$ cat src/hdl/adsr_pkg.sv
`default_nettype none
// ----------------------------------------------------------------------------
// adsr_pkg
// Shared widths, constants, codes and controller/datapath handshake types
// for the linear ADSR envelope with a steal phase.
// ----------------------------------------------------------------------------
package adsr_pkg;

    // field widths
    localparam int OP_W      = 2;
    localparam int FRAMES_W  = 13;
    localparam int PHASE_W   = 3;
    localparam int LEVEL_W   = 25;
    localparam int STEP_W    = 26;
    localparam int REG_IDX_W = 3;

    // default block length limit
    localparam int MAX_BLOCK_DEF = 4096;

    // level constants, Q1.24
    localparam logic [LEVEL_W-1:0] ONE_Q24      = 25'd16777216;
    localparam logic [LEVEL_W-1:0] SUSTAIN_SKIP = 25'd16760439;
    localparam logic [LEVEL_W-1:0] IDLE_FLOOR   = 25'd1677;

    // event codes
    typedef enum logic [OP_W-1:0] {
        OP_NOTE_ON  = 2'd0,
        OP_NOTE_OFF = 2'd1,
        OP_STEAL    = 2'd2,
        OP_ADVANCE  = 2'd3
    } op_t;

    // envelope phases
    typedef enum logic [PHASE_W-1:0] {
        PH_IDLE    = 3'd0,
        PH_ATTACK  = 3'd1,
        PH_DECAY   = 3'd2,
        PH_SUSTAIN = 3'd3,
        PH_RELEASE = 3'd4,
        PH_STEAL   = 3'd5
    } phase_t;

    // register indexes
    typedef enum logic [REG_IDX_W-1:0] {
        REG_ATTACK_STEP   = 3'd0,
        REG_DECAY_STEP    = 3'd1,
        REG_SUSTAIN_LEVEL = 3'd2,
        REG_RELEASE_STEP  = 3'd3,
        REG_STEAL_STEP    = 3'd4
    } reg_idx_t;

    // controller states
    typedef enum logic [2:0] {
        ST_WAIT,
        ST_MUL,
        ST_EVAL,
        ST_DIV_START,
        ST_DIV,
        ST_OUT
    } state_t;

    // controller to datapath
    typedef struct packed {
        logic load;
        logic mul;
        logic eval;
        logic div_start;
        logic out_load;
    } dp_cmd_t;

    // datapath to controller
    typedef struct packed {
        logic div_done;
        logic out_free;
    } dp_stat_t;

endpackage
`default_nettype wire

$ cat src/hdl/adsr_ctrl.sv
`default_nettype none
// ----------------------------------------------------------------------------
// adsr_ctrl
// Sequencer: accept an event, multiply, update, divide, then hand the
// result to the output register.
// ----------------------------------------------------------------------------
module adsr_ctrl
    import adsr_pkg::*;
(
    input  wire logic     clk,
    input  wire logic     rst_n,
    input  wire logic     in_valid,
    output logic          in_ready,
    output dp_cmd_t       cmd,
    input  wire dp_stat_t stat
);
    state_t state_reg, state_next;

    // next state
    always_comb
    begin
        state_next = state_reg;
        unique case (state_reg)
            ST_WAIT:      if (in_valid) state_next = ST_MUL;
            ST_MUL:       state_next = ST_EVAL;
            ST_EVAL:      state_next = ST_DIV_START;
            ST_DIV_START: state_next = ST_DIV;
            ST_DIV:       if (stat.div_done) state_next = ST_OUT;
            ST_OUT:       if (stat.out_free) state_next = ST_WAIT;
            default:      state_next = ST_WAIT;
        endcase
    end

    // commands
    always_comb
    begin
        cmd      = '0;
        in_ready = 1'b0;
        unique case (state_reg)
            ST_WAIT:
            begin
                in_ready = 1'b1;
                cmd.load = in_valid;
            end
            ST_MUL:       cmd.mul       = 1'b1;
            ST_EVAL:      cmd.eval      = 1'b1;
            ST_DIV_START: cmd.div_start = 1'b1;
            ST_DIV:       ;
            ST_OUT:       cmd.out_load  = stat.out_free;
            default:      ;
        endcase
    end

    always_ff @(posedge clk or negedge rst_n)
    begin
        if (!rst_n)
            state_reg <= ST_WAIT;
        else
            state_reg <= state_next;
    end
endmodule
`default_nettype wire

$ cat config.mk
export PLATFORM = sky130hd
export DESIGN_NAME = adsr_ctrl
export DESIGN_NICKNAME = d
export VERILOG_FILES = /design/src/hdl/adsr_pkg.sv /design/src/hdl/adsr_ctrl.sv
export SDC_FILE = /design/constraint.sdc
export NUM_CORES = 1
export LEC_CHECK = 0
export BUFFER_PORTS_ARGS = -buffer_cell sky130_fd_sc_hd__buf_4
export CAP_MARGIN = 30
export CORE_AREA = 2 2 39 41
export CTS_BUF_LIST = sky130_fd_sc_hd__clkbuf_4
export DETAILED_ROUTE_END_ITERATION = 8
export DIE_AREA = 0 0 41 43
export SLEW_MARGIN = 0
export SYNTH_ARGS = -nofsm -noshare
export SYNTH_HDL_FRONTEND = slang
export SYNTH_SLANG_ARGS = --single-unit
export TNS_END_PERCENT = 20
$ cat constraint.sdc
create_clock -name clk -period 1.6 [get_ports clk]
set_input_delay 0.32 -clock clk [delete_from_list [all_inputs] [get_ports clk]]
set_output_delay 0.32 -clock clk [all_outputs]
set_load 0.1 [all_outputs]
==> results.md, run 1 <==
- CTS tree: done
- CP max FO: 6
- CP startpoint kind: flip-flop
- Die W: 41 um
- H-tree lvl count: 1
- Die footprint: 1760 um^2
- Status: completed
- Initial DRC Count: 0
- Endpoints failing setup: 0
- Clock Latency Late Sink: 0.24 ns
- Max stage delay cell, worst path: dfrtp_2
- Nets@finish: 43
- Synth Instances: 21
- Wire per inst: 7.79 um
- Total Wirelength: 413 um
- Cell family with most CP delay: buffers and inverters
- Synthesized netlist net count: 26
- Seq cells post-synth: 3
- Inst Count DP: 45
- Drt first pass iters: 1
- First-pass GRT wire length: 662 um
- Initial Util: 0.130
- Finished Layout Cells: 53
- WS Path Type: reg -> out
- Nature of the critical path endpoint: output port
- Number of global-route vias before repair: 168
- Total GRT Usage: 0.0625
- Final global-route overflow total: 0
- Clk_skew: 0.00260 ns
- Final setup margin: 0.0491 ns
- Io pins: 11
- Top cells by area, synth: dfrtp_1 42%, nor2_1 8.3%, and2_1 6.9%
- Max reg flops: 3
- Residual DRC: 0
- Site Rows: 14
- Total of max-cap violations: 0
- Worst path bufs/invs: 2
- Largest net degree at the start of global routing: 9
- GP Congestion: 0.720
- Synth cell types: 12
- Clock slew at reported path FFs: 0.04 ns
- Fin crit share: 0.969
- Root Buffer: clkbuf_4
- Pre-CTS WS: 0.160 ns
- Share of cells above drive strength 1: 0.676
- Largest stage delay, worst path: 0.44 ns
- Worst-Margin Slew: 0.278 ns
- Final ANT Viol Nets: 0
- Ant. Diodes: 0
- Worst hold-check path type: in -> reg
- FMAX: 645 MHz
- Clock sinks: 3
- Crit-path most repeated cell: buf_4
- Vias per std cell: 3.70
- Cell area after synthesis: 180 um^2
- CTS max path bufs: 2
- Most frequent cells in the layout: 10 x buf_4, 4 x clkbuf_4, 3 x nor2_1, 3 x dfrtp_2
- Mean Syn Cell Area: 8.58 um^2
- Vias: 196
- WHS: 0.323 ns
- CP Data Required Time: 1.28 ns
- Placed wire-length estimate: 296 um
- Top-area cell type share of the netlist area: 0.417
- Port-buffer cells: 10
- Area growth from synthesis to layout: 104%
- Slew HR: 0.816
- Total of warnings raised by yosys: 0
- Most common cell after layout, fill and taps aside: buf_4
- Register area share after synthesis: 0.417
- Die span in y: 43 um
- Minimum clock period: 1.55 ns
- CTS Buf Count: 3
- # fillers: 152
- Antenna violations before repair: 0
- Area leader, netlist: dfrtp_1
- Final Hold Viols: 0
- CP arrival: 1.23 ns
- Core area: 1380 um^2
- CP Cell Sequence: buf_4, nor2_2, buf_4
- Fin. max-slew vios: 0
metrics by stage:
step,TNS [ns],util,instance area (um^2)
2_1_floorplan,-1.19,-,204
3_3_place_gp,0,0.204,283
3_5_place_dp,0,0.204,283
4_1_cts,0,0.243,337
5_1_grt,-0.000827,0.266,368
6_report,0,0.266,368
kinds of logic after synthesis:
group | Yosys count | synth area share
AO/OA/AOI/OAI | 4 | 0.132
XOR/XNOR | 1 | 0.0486
buffers and inverters | 2 | 0.0556
flip-flops | 3 | 0.417
AND/OR/NAND/NOR | 11 | 0.347
worst min-delay path, cell delays in order:
cell and delay, ns:
buf_4 0.07, nor2_1 0.03, o21ai_1 0.10
worst paths after layout:
check                                   from            to  slack [ns]  cells after the start
worst max-delay path            state_reg[2]        cmd[1]        0.05                      3
worst min-delay path                 stat[1]  state_reg[0]        0.32                      3
worst max register to register  state_reg[1]  state_reg[0]        0.63                      4
worst min register to register  state_reg[2]  state_reg[2]        0.61                      2
max in group asynchronous              rst_n  state_reg[2]        1.08                      2
min in group asynchronous              rst_n  state_reg[0]        0.41                      2
routing by layer:
| layer | up-vias | global-route usage | part of all wire |
|---|---|---|---|
| met4 | 0 | 0.100 | 0.046 |
| met1 | 83 | 0.0651 | 0.43 |
| met5 | - | 0 | 0 |
| met3 | 2 | 0.0157 | 0.068 |
| met2 | 8 | 0.0750 | 0.46 |
| li1 | 103 | - | - |
area by class of cell:
cell class                      instances  area [um^2]  share of cell area
Clock buffer                            4         30.0              0.0816
Timing Repair Buffer                   14          128               0.347
Tap cell                               16         20.0              0.0544
Sequential cell                         3         78.8               0.214
Multi-Input combinational cell         16          111               0.303
synthesized netlist by cell type:
cell type / instances
o21ai_0: 1
nand2_1: 2
nor3b_1: 1
dfrtp_1: 3
xnor2_1: 1
and2_1: 2
and4b_1: 1
a21oi_2: 1
nor2_1: 4
nor3_2: 1
o21ai_1: 2
buf_2: 2
repair_timing:
| action | in CTS | in global routing |
|---|---|---|
| gates resized for setup | 5 | 2 |
| setup buffers | 0 | 3 |
| endpoints found under the hold margin | 3 | 0 |
| setup endpoints to repair | 5 | 3 |
| hold buffers | 1 | 0 |
Power of run 1 is left out: the tool's default activity adds up to more than one toggle a clock period on the data nets, which glitch-free logic cannot reach.
==> run 2, diff against run 1 <==
==> constraint.sdc (replaced) <==
create_clock -name clk -period 1.6 [get_ports clk]
set_input_delay 0.48 -clock clk [delete_from_list [all_inputs] [get_ports clk]]
set_output_delay 0.48 -clock clk [all_outputs]
set_load 0.1 [all_outputs]
==> results.md, run 2 (synthesis gave the netlist of run 1 again) <==
- Endpoints failing setup: 5 (+5)
- Drt first pass iters: 2 (+1)
- Root Buffer: clkbuf_4
- H-tree lvl count: 1 (unchanged)
- Final setup margin: -0.0931 ns (-0.142 ns)
- Pre-CTS WS: 0.00836 ns (-0.152 ns)
- Final Hold Viols: 0 (unchanged)
- Final Util: 0.305 (+0.0389)
- Slew HR: 0.816 (about the same)
- Clk_skew: 0.000257 ns (-0.00234 ns)
- Vias per std cell: 3.95 (+6.7%)
- Minimum clock period: 1.69 ns (+0.142 ns)
- Area growth from synthesis to layout: 134%
- CP startpoint kind: flip-flop
- Io pins: 11 (unchanged)
- Nature of the critical path endpoint: output port
- Max reg flops: 3 (unchanged)
- WS Path Type: reg -> out
- Ant. Diodes: 0 (unchanged)
- Port-buffer cells: 10 (unchanged)
- Wire per inst: 9.05 um (+16%)
- Vias: 217 (+11%)
- Clock Latency Late Sink: 0.23 ns (about the same)
- RSZ-0062 raised after global routing: true
- Residual DRC: 0 (unchanged)
- Clock slew at reported path FFs: 0.04 ns (about the same)
- HP Start: stat[1]
- Initial Util: 0.130 (unchanged)
- Reg-to-reg startpoint: state_reg[0]
- DP Area: 290 um^2 (+2.7%)
- Total of max-cap violations: 0 (unchanged)
- Total Wirelength: 498 um (+21%)
- Core area: 1380 um^2 (unchanged)
- Total GRT Usage: 0.0876 (+0.0251)
- Site Rows: 14 (unchanged)
- Share of cells above drive strength 1: 0.744 (+0.0679)
- Final global-route overflow total: 0 (unchanged)
- Worst-Margin Slew: 0.278 ns (-0.0000730 ns)
- Fin. max-slew vios: 0 (unchanged)
- Die footprint: 1760 um^2 (unchanged)
- Clock sinks: 3 (unchanged)
- Placed wire-length estimate: 320 um (+8.1%)
- Status: complete, but fails checks
- FMAX: 591 MHz (-8.4%)
- CP max FO: 6 (unchanged)
- Fin crit share: 1.06 (+0.0888)
- GP Congestion: 0.749 (+4.1%)
- CTS tree: done
- Number of global-route vias before repair: 222 (+32%)
- CP Data Required Time: 1.12 ns (-0.16 ns)
- Most common cell after layout, fill and taps aside: buf_4
- Nets@finish: 45 (+4.7%)
- Failing checks: negative setup slack
- CTS max path bufs: 2 (unchanged)
- Crit path from: state_reg[0]
- CP arrival: 1.21 ns (-0.02 ns)
- Worst hold-check path type: in -> reg
- CTS Buf Count: 3 (unchanged)
- Final Cell Area: 422 um^2 (+15%)
- Initial DRC Count: 2 (+2)
- WHS: 0.489 ns (+0.167 ns)
- Die W: 41 um (unchanged)
- First-pass GRT wire length: 917 um (+39%)
- Final ANT Viol Nets: 0 (unchanged)
- Antenna violations before repair: 0 (unchanged)
- Largest net degree at the start of global routing: 9 (unchanged)
- Die span in y: 43 um (unchanged)
- Most frequent cells in the layout: 10 x buf_4, 4 x clkbuf_4, 4 x buf_12
-- run 2: per-stage QoR --
stage | std cells | setup TNS, ns
2_1_floorplan | 21 | -2.15
3_3_place_gp | 46 | 0
3_5_place_dp | 46 | 0
4_1_cts | 53 | -0.396
5_1_grt | 55 | -0.782
6_report | 55 | -0.349
-- run 2: what timing repair did --
action / in CTS / in global routing
pin swaps: 1 / 0
hold endpoints to repair: 0 / 2
setup buffers: 3 / 1
resized for setup: 15 / 2
setup endpoints to repair: 6 / 6
hold buffers: 0 / 1
-- run 2: worst max-delay path, cell delays in order (launching register included) --
cell	delay, ns
dfrtp_2	0.45
nor3_4	0.20
and2_4	0.17
buf_12	0.16
-- run 2: worst paths after layout --
kind	end	slack (ns)	cells after the start
worst max-delay path	cmd[4]	-0.09	3
worst min-delay path	state_reg[0]	0.49	3
max in group asynchronous	state_reg[1]	0.93	2
min in group asynchronous	state_reg[0]	0.57	2
worst max register to register	state_reg[0]	0.48	5
worst min register to register	state_reg[1]	0.57	1
-- run 2: routing by layer --
| layer | global-route usage | up-vias | routed length (um) |
|---|---|---|---|
| met4 | 0.120 | 0 | 17 |
| met2 | 0.116 | 8 | 252 |
| met1 | 0.0812 | 99 | 205 |
| li1 | - | 108 | - |
| met3 | 0.0366 | 2 | 22 |
| met5 | 0 | - | 0 |
-- run 2: cell type report --
type | instances | area, um^2
Timing Repair Buffer | 16 | 176
Clock buffer | 4 | 30.0
Sequential cell | 3 | 78.8
Multi-Input combinational cell | 16 | 116
Fill cell | 150 | 962
Tap cell | 16 | 20.0
Power of run 2 is left out for the same reason.
==> run 3, diff against run 2 <==
- MAX_ROUTING_LAYER: default -> met4
- PLACE_DENSITY: default -> 0.38
==> results.md, run 3 (synthesis gave the netlist of run 1 again) <==
- Status: complete, but fails checks
- Failing checks: negative setup slack
- Antenna violations before repair: 0 (unchanged)
- Wire per inst: 10.7 um (+18%)
- First-pass GRT wire length: 966 um (+5.3%)
- Final global-route overflow total: 0 (unchanged)
- Final ANT Viol Nets: 0 (unchanged)
- R2r setup slk: 0.72 ns (+0.24 ns)
- Post-CTS Setup Inserts: 0 (-3)
- Worst-Margin Slew: 0.278 ns (-0.000296 ns)
- Fin. max-slew vios: 0 (unchanged)
- Max reg flops: 3 (unchanged)
- Initial DRC Count: 1 (-1)
- RSZ-0062 raised after global routing: true
- Final Util: 0.292 (-0.0127)
- Placed wire-length estimate: 369 um (+15%)
- CP Data Required Time: 1.12 ns (about the same)
- GP Congestion: 0.604 (-19%)
- Minimum clock period: 1.74 ns (+0.0451 ns)
- Clock sinks: 3 (unchanged)
- Ant. Diodes: 0 (unchanged)
- Share of cells above drive strength 1: 0.676 (-0.0671)
- Site Rows: 14 (unchanged)
- Most common cell after layout, fill and taps aside: buf_12
- Critical R2R Capture: state_reg[0]
- Io pins: 11 (unchanged)
- Clock slew at reported path FFs: 0.04 ns (about the same)
- Endpoints failing setup: 6 (+1)
- Final Hold Viols: 0 (unchanged)
- CTS Buf Count: 3 (unchanged)
- H-tree lvl count: 1 (unchanged)
- Core area: 1380 um^2 (unchanged)
- CP startpoint kind: flip-flop
- Slew HR: 0.816 (about the same)
- Number of global-route vias before repair: 227 (+2.3%)
- Port-buffer cells: 10 (unchanged)
- Reg-to-reg startpoint: state_reg[0]
- Hold_buf cts: 0 (unchanged)
- Initial Util: 0.130 (unchanged)
- Nets@finish: 40 (-11%)
- CTS tree: done
- Root Buffer: clkbuf_4
- DP Area: 303 um^2 (+4.3%)
- CTS max path bufs: 2 (unchanged)
- Die span in y: 43 um (unchanged)
- Fin crit share: 1.09 (+0.0282)
- Die footprint: 1760 um^2 (unchanged)
- Total Wirelength: 534 um (+7.2%)
- WHS: 0.0234 ns (-0.466 ns)
- Clock Latency Late Sink: 0.24 ns (about the same)
- Area growth from synthesis to layout: 124%
- Worst hold-check path type: in -> async
- Final Cell Area: 404 um^2 (-4.2%)
- WS Path Type: reg -> out
- CP arrival: 1.26 ns (+0.05 ns)
- CP max FO: 5 (-1)
- Nature of the critical path endpoint: output port
- Vias per std cell: 3.84 (-2.7%)
- Vias: 192 (-12%)
- FMAX: 575 MHz (-2.6%)
- Residual DRC: 0 (unchanged)
- Finished Layout Cells: 50 (-9.1%)
- Clk_skew: 0.00124 ns (+0.000986 ns)
- Die W: 41 um (unchanged)
- Total GRT Usage: 0.0869 (-0.000747)
- Most frequent cells in the layout: 6 x buf_12, 5 x buf_4, 4 x clkbuf_4
- Final setup margin: -0.138 ns (-0.0451 ns)
- Inst Count DP: 46 (unchanged)
- Total of max-cap violations: 0 (unchanged)
- Drt first pass iters: 2 (unchanged)
- Reg2Reg Depth: 3 (-2)
- Largest net degree at the start of global routing: 9 (unchanged)
[run 3: per-layer routing]
layer,part of all wire,track usage,vias up
met5,0,-,-
met4,0,0.0800,0
met3,0.084,0.0209,0
met2,0.45,0.0969,11
met1,0.46,0.121,84
li1,-,-,97
[run 3: worst max-delay path, cell delays in order, from the launching register on]
cell and delay (ns):
dfrtp_2 0.45, buf_12 0.15, nor3b_4 0.21, buf_12 0.20
[run 3: final cells by class]
type / instances / area [um^2]
Sequential cell: 3 / 78.8
Fill cell: 149 / 980
Timing Repair Buffer: 11 / 158
Clock buffer: 4 / 30.0
Multi-Input combinational cell: 16 / 118
Tap cell: 16 / 20.0
[run 3: how the worst max path moves through the flow]
stage,from,to,cells after the start
global route,state_reg[2],cmd[3],3
floorplan,state_reg[1],cmd[4],3
finish,state_reg[2],cmd[3],3
detailed placement,state_reg[1],cmd[4],3
global placement,state_reg[1],cmd[4],3
CTS,state_reg[2],cmd[3],3
[run 3: what timing repair did]
action | CTS | global route
cloned | 0 | 0
setup endpoints to repair | 6 | 6
pin swaps | 2 | 1
gates resized for setup | 18 | 0
[run 3: through the flow]
step / worst slack, ns / setup TNS, ns
floorplan: -0.662 / -2.15
global placement: 0.00142 / 0
detailed placement: 0.00402 / 0
CTS: -0.140 / -0.704
global route: -0.204 / -0.983
finish: -0.138 / -0.611
Power of run 3 is left out for the same reason.
