[src/hdl/adsr_pkg.sv]
`default_nettype none
// ----------------------------------------------------------------------------
// adsr_pkg
// Shared widths, constants, codes and controller/datapath handshake types
// for the linear ADSR envelope with a steal phase.
// ----------------------------------------------------------------------------
package adsr_pkg;

    // field widths
    localparam int OP_W      = 2;
    localparam int FRAMES_W  = 13;
    localparam int PHASE_W   = 3;
    localparam int LEVEL_W   = 25;
    localparam int STEP_W    = 26;
    localparam int REG_IDX_W = 3;

    // default block length limit
    localparam int MAX_BLOCK_DEF = 4096;

    // level constants, Q1.24
    localparam logic [LEVEL_W-1:0] ONE_Q24      = 25'd16777216;
    localparam logic [LEVEL_W-1:0] SUSTAIN_SKIP = 25'd16760439;
    localparam logic [LEVEL_W-1:0] IDLE_FLOOR   = 25'd1677;

    // event codes
    typedef enum logic [OP_W-1:0] {
        OP_NOTE_ON  = 2'd0,
        OP_NOTE_OFF = 2'd1,
        OP_STEAL    = 2'd2,
        OP_ADVANCE  = 2'd3
    } op_t;

    // envelope phases
    typedef enum logic [PHASE_W-1:0] {
        PH_IDLE    = 3'd0,
        PH_ATTACK  = 3'd1,
        PH_DECAY   = 3'd2,
        PH_SUSTAIN = 3'd3,
        PH_RELEASE = 3'd4,
        PH_STEAL   = 3'd5
    } phase_t;

    // register indexes
    typedef enum logic [REG_IDX_W-1:0] {
        REG_ATTACK_STEP   = 3'd0,
        REG_DECAY_STEP    = 3'd1,
        REG_SUSTAIN_LEVEL = 3'd2,
        REG_RELEASE_STEP  = 3'd3,
        REG_STEAL_STEP    = 3'd4
    } reg_idx_t;

    // controller states
    typedef enum logic [2:0] {
        ST_WAIT,
        ST_MUL,
        ST_EVAL,
        ST_DIV_START,
        ST_DIV,
        ST_OUT
    } state_t;

    // controller to datapath
    typedef struct packed {
        logic load;
        logic mul;
        logic eval;
        logic div_start;
        logic out_load;
    } dp_cmd_t;

    // datapath to controller
    typedef struct packed {
        logic div_done;
        logic out_free;
    } dp_stat_t;

endpackage
`default_nettype wire

[src/hdl/adsr_div.sv]
`default_nettype none
// ----------------------------------------------------------------------------
// adsr_div
// Restoring unsigned divider, one quotient bit per cycle.
// ----------------------------------------------------------------------------
module adsr_div
    import adsr_pkg::*;
#(
    parameter int DVD_W = LEVEL_W,
    parameter int DVS_W = FRAMES_W
) (
    input  wire logic             clk,
    input  wire logic             rst_n,
    input  wire logic             start,
    input  wire logic [DVD_W-1:0] dividend,
    input  wire logic [DVS_W-1:0] divisor,
    output logic      [DVD_W-1:0] quotient,
    output logic                  done
);
    localparam int CNT_W = $clog2(DVD_W + 1);

    logic [DVS_W-1:0] rem_reg, rem_next;
    logic [DVD_W-1:0] acc_reg, acc_next;
    logic [CNT_W-1:0] cnt_reg, cnt_next;
    logic             busy_reg, busy_next;
    logic             done_reg, done_next;
    logic [DVS_W:0]   trial;
    logic [DVS_W:0]   diff;
    logic             fits;

    // one trial subtraction
    always_comb
    begin
        trial = {rem_reg, acc_reg[DVD_W-1]};
        diff  = trial - {1'b0, divisor};
        fits  = trial >= {1'b0, divisor};
    end

    // iteration control
    always_comb
    begin
        rem_next  = rem_reg;
        acc_next  = acc_reg;
        cnt_next  = cnt_reg;
        busy_next = busy_reg;
        done_next = 1'b0;
        if (start)
        begin
            rem_next  = '0;
            acc_next  = dividend;
            cnt_next  = CNT_W'(DVD_W);
            busy_next = 1'b1;
        end
        else if (busy_reg)
        begin
            rem_next = fits ? diff[DVS_W-1:0] : trial[DVS_W-1:0];
            acc_next = {acc_reg[DVD_W-2:0], fits};
            cnt_next = cnt_reg - CNT_W'(1);
            if (cnt_reg == CNT_W'(1))
            begin
                busy_next = 1'b0;
                done_next = 1'b1;
            end
        end
    end

    // control flops
    always_ff @(posedge clk or negedge rst_n)
    begin
        if (!rst_n)
        begin
            busy_reg <= 1'b0;
            done_reg <= 1'b0;
            cnt_reg  <= '0;
        end
        else
        begin
            busy_reg <= busy_next;
            done_reg <= done_next;
            cnt_reg  <= cnt_next;
        end
    end

    // working registers
    always_ff @(posedge clk)
    begin
        rem_reg <= rem_next;
        acc_reg <= acc_next;
    end

    assign quotient = acc_reg;
    assign done     = done_reg;
endmodule
`default_nettype wire

[src/hdl/adsr_datapath.sv]
`default_nettype none
// ----------------------------------------------------------------------------
// adsr_datapath
// Envelope state, configuration registers, rate multiply, phase update,
// step division and the result register.
// ----------------------------------------------------------------------------
module adsr_datapath
    import adsr_pkg::*;
#(
    parameter int MAX_BLOCK = MAX_BLOCK_DEF
) (
    input  wire logic                     clk,
    input  wire logic                     rst_n,
    input  wire dp_cmd_t                  cmd,
    output dp_stat_t                      stat,
    input  wire logic                     wr_en,
    input  wire logic [REG_IDX_W-1:0]     wr_index,
    input  wire logic [LEVEL_W-1:0]       wr_data,
    input  wire logic [OP_W-1:0]          operation,
    input  wire logic [FRAMES_W-1:0]      frames,
    output logic                          out_valid,
    input  wire logic                     out_ready,
    output logic [PHASE_W-1:0]            out_phase,
    output logic [LEVEL_W-1:0]            out_level_start,
    output logic [LEVEL_W-1:0]            out_level_end,
    output logic signed [STEP_W-1:0]      out_level_step
);
    localparam int PROD_W = LEVEL_W + FRAMES_W;
    localparam int SUM_W  = PROD_W + 1;

    // configuration
    logic [LEVEL_W-1:0] attack_reg, decay_reg, sustain_reg, release_reg, steal_reg;

    // envelope state
    phase_t             phase_reg, phase_next;
    logic [LEVEL_W-1:0] level_reg, level_next;

    // item in work
    op_t                op_reg;
    logic [FRAMES_W-1:0] n_reg, n_next;
    logic [PROD_W-1:0]  prod_reg;
    logic [LEVEL_W-1:0] start_reg;
    logic [LEVEL_W-1:0] end_reg, end_next;
    logic [LEVEL_W-1:0] mag_reg;
    logic               neg_reg;
    logic               step_en_reg, step_en_next;

    // result register
    logic                     out_valid_reg;
    logic [PHASE_W-1:0]       out_phase_reg;
    logic [LEVEL_W-1:0]       out_start_reg, out_end_reg;
    logic signed [STEP_W-1:0] out_step_reg, step_val;

    logic [LEVEL_W-1:0] sus;
    logic [LEVEL_W-1:0] rate;
    phase_t             ph_norm;
    logic [SUM_W-1:0]   up_sum, floor_sum;
    logic               prod_ge_start;
    logic [LEVEL_W-1:0] down;
    logic               adv;
    logic [STEP_W-1:0]  diff;
    logic [STEP_W-1:0]  diff_abs;
    logic [LEVEL_W-1:0] quotient;
    logic [STEP_W-1:0]  q_ext;
    logic               div_done;

    // configuration writes
    always_ff @(posedge clk or negedge rst_n)
    begin
        if (!rst_n)
        begin
            attack_reg  <= ONE_Q24;
            decay_reg   <= ONE_Q24;
            sustain_reg <= ONE_Q24;
            release_reg <= ONE_Q24;
            steal_reg   <= ONE_Q24;
        end
        else if (wr_en)
        begin
            unique case (wr_index)
                REG_ATTACK_STEP:   attack_reg  <= wr_data;
                REG_DECAY_STEP:    decay_reg   <= wr_data;
                REG_SUSTAIN_LEVEL: sustain_reg <= wr_data;
                REG_RELEASE_STEP:  release_reg <= wr_data;
                REG_STEAL_STEP:    steal_reg   <= wr_data;
                default:           ;
            endcase
        end
    end

    // frame count saturation, sustain clamp and phase normalisation
    always_comb
    begin
        if (32'(frames) > 32'(MAX_BLOCK))
            n_next = FRAMES_W'(MAX_BLOCK);
        else
            n_next = frames;
        sus = (sustain_reg > ONE_Q24) ? ONE_Q24 : sustain_reg;
        ph_norm = (phase_reg > PH_STEAL) ? PH_IDLE : phase_reg;
    end

    // per-sample rate of the current phase
    always_comb
    begin
        case (ph_norm)
            PH_ATTACK:  rate = attack_reg;
            PH_DECAY:   rate = decay_reg;
            PH_RELEASE: rate = release_reg;
            PH_STEAL:   rate = steal_reg;
            default:    rate = '0;
        endcase
    end

    // ramp arithmetic
    always_comb
    begin
        up_sum        = SUM_W'(level_reg) + SUM_W'(prod_reg);
        floor_sum     = SUM_W'(sus) + SUM_W'(prod_reg);
        prod_ge_start = prod_reg >= PROD_W'(level_reg);
        down          = level_reg - prod_reg[LEVEL_W-1:0];
    end

    // phase and level update
    always_comb
    begin
        phase_next = ph_norm;
        end_next   = level_reg;
        adv        = 1'b0;
        unique case (op_reg)
            OP_NOTE_ON:
                phase_next = PH_ATTACK;
            OP_NOTE_OFF:
                if (ph_norm == PH_ATTACK || ph_norm == PH_DECAY || ph_norm == PH_SUSTAIN)
                    phase_next = PH_RELEASE;
            OP_STEAL:
                if (ph_norm != PH_IDLE)
                    phase_next = PH_STEAL;
            default:
            begin
                adv = (ph_norm != PH_IDLE);
                case (ph_norm)
                    PH_ATTACK:
                        if (up_sum >= SUM_W'(ONE_Q24))
                        begin
                            end_next   = ONE_Q24;
                            phase_next = (sus >= SUSTAIN_SKIP) ? PH_SUSTAIN : PH_DECAY;
                        end
                        else
                            end_next = up_sum[LEVEL_W-1:0];
                    PH_DECAY:
                        if (floor_sum >= SUM_W'(level_reg))
                        begin
                            end_next   = sus;
                            phase_next = PH_SUSTAIN;
                        end
                        else
                            end_next = down;
                    PH_SUSTAIN:
                        end_next = sus;
                    PH_RELEASE, PH_STEAL:
                        end_next = prod_ge_start ? '0 : down;
                    default:
                        end_next = level_reg;
                endcase
            end
        endcase
        level_next = end_next;
        // release or steal that falls to the floor goes idle
        if (adv && (phase_next == PH_RELEASE || phase_next == PH_STEAL)
            && end_next <= IDLE_FLOOR)
        begin
            phase_next = PH_IDLE;
            level_next = '0;
        end
        step_en_next = adv && (n_reg > FRAMES_W'(1));
        diff         = STEP_W'(end_next) - STEP_W'(level_reg);
        diff_abs     = diff[STEP_W-1] ? (~diff + STEP_W'(1)) : diff;
    end

    // envelope state
    always_ff @(posedge clk or negedge rst_n)
    begin
        if (!rst_n)
        begin
            phase_reg <= PH_IDLE;
            level_reg <= '0;
        end
        else if (cmd.eval)
        begin
            phase_reg <= phase_next;
            level_reg <= level_next;
        end
    end

    // item pipeline registers
    always_ff @(posedge clk)
    begin
        if (cmd.load)
        begin
            op_reg <= op_t'(operation);
            n_reg  <= n_next;
        end
        if (cmd.mul)
            prod_reg <= PROD_W'(rate) * PROD_W'(n_reg);
        if (cmd.eval)
        begin
            start_reg   <= level_reg;
            end_reg     <= end_next;
            mag_reg     <= diff_abs[LEVEL_W-1:0];
            neg_reg     <= diff[STEP_W-1];
            step_en_reg <= step_en_next;
        end
    end

    // step division
    adsr_div #(
        .DVD_W(LEVEL_W),
        .DVS_W(FRAMES_W)
    ) u_div (
        .clk      (clk),
        .rst_n    (rst_n),
        .start    (cmd.div_start),
        .dividend (mag_reg),
        .divisor  (n_reg),
        .quotient (quotient),
        .done     (div_done)
    );

    // signed step, zero unless an advance ramp spans more than one sample
    always_comb
    begin
        q_ext = STEP_W'(quotient);
        if (!step_en_reg)
            step_val = '0;
        else if (neg_reg)
            step_val = signed'(~q_ext + STEP_W'(1));
        else
            step_val = signed'(q_ext);
    end

    // result register
    always_ff @(posedge clk or negedge rst_n)
    begin
        if (!rst_n)
            out_valid_reg <= 1'b0;
        else if (cmd.out_load)
            out_valid_reg <= 1'b1;
        else if (out_ready)
            out_valid_reg <= 1'b0;
    end

    always_ff @(posedge clk)
    begin
        if (cmd.out_load)
        begin
            out_phase_reg <= phase_reg;
            out_start_reg <= start_reg;
            out_end_reg   <= end_reg;
            out_step_reg  <= step_val;
        end
    end

    assign stat            = '{div_done: div_done, out_free: (!out_valid_reg || out_ready)};
    assign out_valid       = out_valid_reg;
    assign out_phase       = out_phase_reg;
    assign out_level_start = out_start_reg;
    assign out_level_end   = out_end_reg;
    assign out_level_step  = out_step_reg;
endmodule
`default_nettype wire

[config.mk]
export PLATFORM = sky130hd
export DESIGN_NAME = adsr_datapath
export DESIGN_NICKNAME = d
export VERILOG_FILES = /design/src/hdl/adsr_pkg.sv /design/src/hdl/adsr_div.sv /design/src/hdl/adsr_datapath.sv
export SDC_FILE = /design/constraint.sdc
export NUM_CORES = 2
export LEC_CHECK = 0
export BUFFER_PORTS_ARGS = -buffer_cell sky130_fd_sc_hd__buf_2
export CAP_MARGIN = 20
export CORE_AREA = 2 2 281 283
export CTS_BUF_LIST = sky130_fd_sc_hd__clkbuf_4 sky130_fd_sc_hd__clkbuf_8
export DETAILED_ROUTE_END_ITERATION = 16
export DIE_AREA = 0 0 283 285
export PLACE_DENSITY = 0.71
export SLEW_MARGIN = 30
export SYNTH_ARGS = -nofsm -noshare
export SYNTH_HDL_FRONTEND = slang
export SYNTH_SLANG_ARGS = --single-unit
[constraint.sdc]
create_clock -name clk -period 13.14 [get_ports clk]
set_input_delay 1.971 -clock clk [delete_from_list [all_inputs] [get_ports clk]]
set_output_delay 1.971 -clock clk [all_outputs]
set_load 0.005 [all_outputs]
==> metrics.md <==
| Metric | Value |
|---|---|
| CP endpoint kind | register |
| Sequential cell area fraction in the yosys report | around a third |
| Crit-path slowest cell | or4_1 |
| Largest register FFs | 38 |
| Iter 0 DRT Violations | 2271 |
| Wirelength per Cell | 20.8 um |
| FMAX | between 80 and 90 MHz |
| Vias in the first global route | 26982 |
| Num rows | ~100 |
| EDFF count, synth | 234 |
| Largest net degree at the start of global routing | 100 |
| Cts hold-fix bufs | 0 |
| Cts bufs inserted | 73 |
| Clk slew on worst S/H paths | about 0.06 ns |
| Hold Crit Class | reg -> reg |
| Endpoints failing hold | 0 |
| Crit start category | register |
| Antenna violations before repair | 3 |
| CTS tree | built |
| Number of library cell types mapped by synthesis | 111 |
| Post-CTS Setup Repair Bufs | 0 |
| Most common cell after layout, fill and taps aside | nand2_1 |
| Dpl hpwl | 74200 um |
| R2r setup slk | approximately 1.7 ns |
| Post_cts resized | 0 |
| Die H | 285 um |
| Clk root buf | clkbuf_8 |
| WHS Path Cells | 0 |
| Gpl congestion | 1.02 |
| Final ANT Viol Nets | 0 |
| Pre-antenna DRT Iters | 6 |
| Via count | between 20000 and 30000 |
| Crit path from | sustain_reg[6] |
| End point of the critical path | mag_reg[24] |
| Tot GR Track Use | 24.3% |
| Buf/Inv on CP | 4 |
| WP depth | between 40 and 50 |
| Die X | around 280 um |
| Required time worst endpoint | 13.56 ns |
| Max Slew Vio Count | 0 |
| Final min period | ~11 ns |
| Synthesized area | 34700 sq um |
| Cells after synthesis | 3465 |
| Commonest cells after routing, fill and taps aside | 359 x nand2_1, 339 x inv_1, 258 x fa_1 |
| Worst R2R Path Depth | a little under 50 |
| Crit Path Max Fanout | 27 |
| Critical path class | reg -> reg |
| Slew headroom | 30.7% |
| Sinks on Clock Net | between 400 and 500 |
| Crit Reg-Reg Startpoint | sustain_reg[6] |
| IO Count | 134 |
| Slew of the pin with the lowest slew margin | 1.04 ns |
| Fraction of layout cells with a size suffix above 1 | 15.7% |
| Port Buffers | 133 |
| Total number of yosys warnings | 0 |
| Final Setup Violations | 0 |
| Max-Cap Viols | 0 |
| Syn_nets | 4025 |
| RSZ-0062 raised after global routing | no |
| Flip-flop and latch count after synthesis | 408 |
| Total core area | 78000 sq um |
| Layout area overhead | 10.0% |
| Most Frequent Cell on Critical Path | a21oi_1 |
| Final #Nets | 4132 |
| Main synth FF type | edfxtp_1 |
| Tcrit/Tclk final | 86.8% |
| Initial core utilization | 44.5% |
| Slowest stage delay, CP | 0.56 ns |
| Worst-skew pair later-pin latency | 0.69 ns |
| Gr ovfl total | 0 |
| Status | complete, no violations |
| Post-route setup TNS | 0 ns |
| R2R Path End | mag_reg[24] |
| Worst clock skew | between 0.05 and 0.06 ns |
| Routed WL | 97500 um |
| Die area | 80700 sq um |
| Global-route wire length before repair | ~150000 um |
| H-tree levels | 3 |
| FFs w/ async S/R, synth | roughly two fifths |
| Family with the most delay on the worst path | compound AO/OA/AOI/OAI gates |
| Via density | 5.69 |
| Arr. time, crit path | 11.82 ns |
| Syn avg cell area | 10.0 sq um |
| Residual DRC | 0 |
| Clock Path Buffers | 3 |
cell type report:
type | count | area, sq um
Inverter | 343 | 1290
Timing Repair Buffer | 192 | 1200
Multi-Input combinational cell | 2554 | 21400
Antenna cell | 4 | 10.0
Tap cell | 1050 | 1310
Clock inverter | 29 | 273
Sequential cell | 408 | 11300
Fill cell | 7149 | 39800
Clock buffer | 104 | 1290
how the worst min path moves through the flow:
stage           startpoint           endpoint  slack [ns]
4_1_cts         end_reg[9]   out_level_end[9]        0.39
5_1_grt         end_reg[9]   out_level_end[9]        0.40
6_report        end_reg[9]   out_level_end[9]        0.40
3_5_place_dp    end_reg[4]   out_level_end[4]        0.40
2_1_floorplan   end_reg[0]   out_level_end[0]        0.40
3_3_place_gp   end_reg[17]  out_level_end[17]        0.40
per-stage QoR:
step	utilization, %	setup slack (ns)	area, sq um	cells	hold WS (ns)
2_1_floorplan	-	3.42	34700	3465	0.400
3_3_place_gp	46.7	2.13	36400	4539	0.402
3_5_place_dp	46.8	1.95	36500	4545	0.405
4_1_cts	48.8	1.92	38100	4678	0.388
5_1_grt	48.9	0.830	38100	4681	0.396
6_report	48.9	1.74	38100	4684	0.396
kinds of logic (layout without fill, tap and decap cells):
kind of cell | after synthesis | in the layout | synth area share [%]
compound gates | 654 | 654 | 12.6
fa+ha+maj | 508 | 508 | 23.9
flops | 408 | 408 | 32.7
mux | 196 | 196 | 6.29
other cells | 0 | 4 | 0
buf+inv | 503 | 668 | 5.67
simple gates | 1044 | 1044 | 15.0
xor+xnor | 152 | 152 | 3.84
synth_stat cells (23+ instances only):
| master | instances | area share, % |
|---|---|---|
| dfrtp_1 | 156 | 11 |
| nor4_1 | 26 | 0.47 |
| nor3_1 | 50 | 0.72 |
| inv_1 | 339 | 3.7 |
| nand2b_1 | 34 | 0.61 |
| o21bai_1 | 26 | 0.56 |
| nand3_1 | 46 | 0.66 |
| xnor2_1 | 121 | 3.1 |
| a22oi_1 | 41 | 0.89 |
| fa_1 | 258 | 15 |
| nand2_1 | 359 | 3.9 |
| and3_1 | 23 | 0.42 |
| clkbuf_1 | 125 | 1.4 |
| and2_1 | 152 | 2.7 |
| a21oi_1 | 169 | 2.4 |
| a21o_1 | 51 | 1.1 |
| nor2_1 | 184 | 2.0 |
| nor2b_1 | 57 | 1.0 |
| o21ai_0 | 137 | 2.0 |
| ha_1 | 250 | 9.0 |
| mux2_2 | 174 | 5.7 |
| edfxtp_1 | 234 | 20 |
| nand4_1 | 31 | 0.56 |
| xor2_1 | 31 | 0.78 |
metal layers:
layer	track usage [%]	wire [um]
met1	30.8	40100
met2	40.7	46700
met3	4.04	6210
met4	11.5	4490
met5	0	13
Power is left out: the tool's default activity adds up to more than one toggle a clock period on the data nets, which glitch-free logic cannot reach.
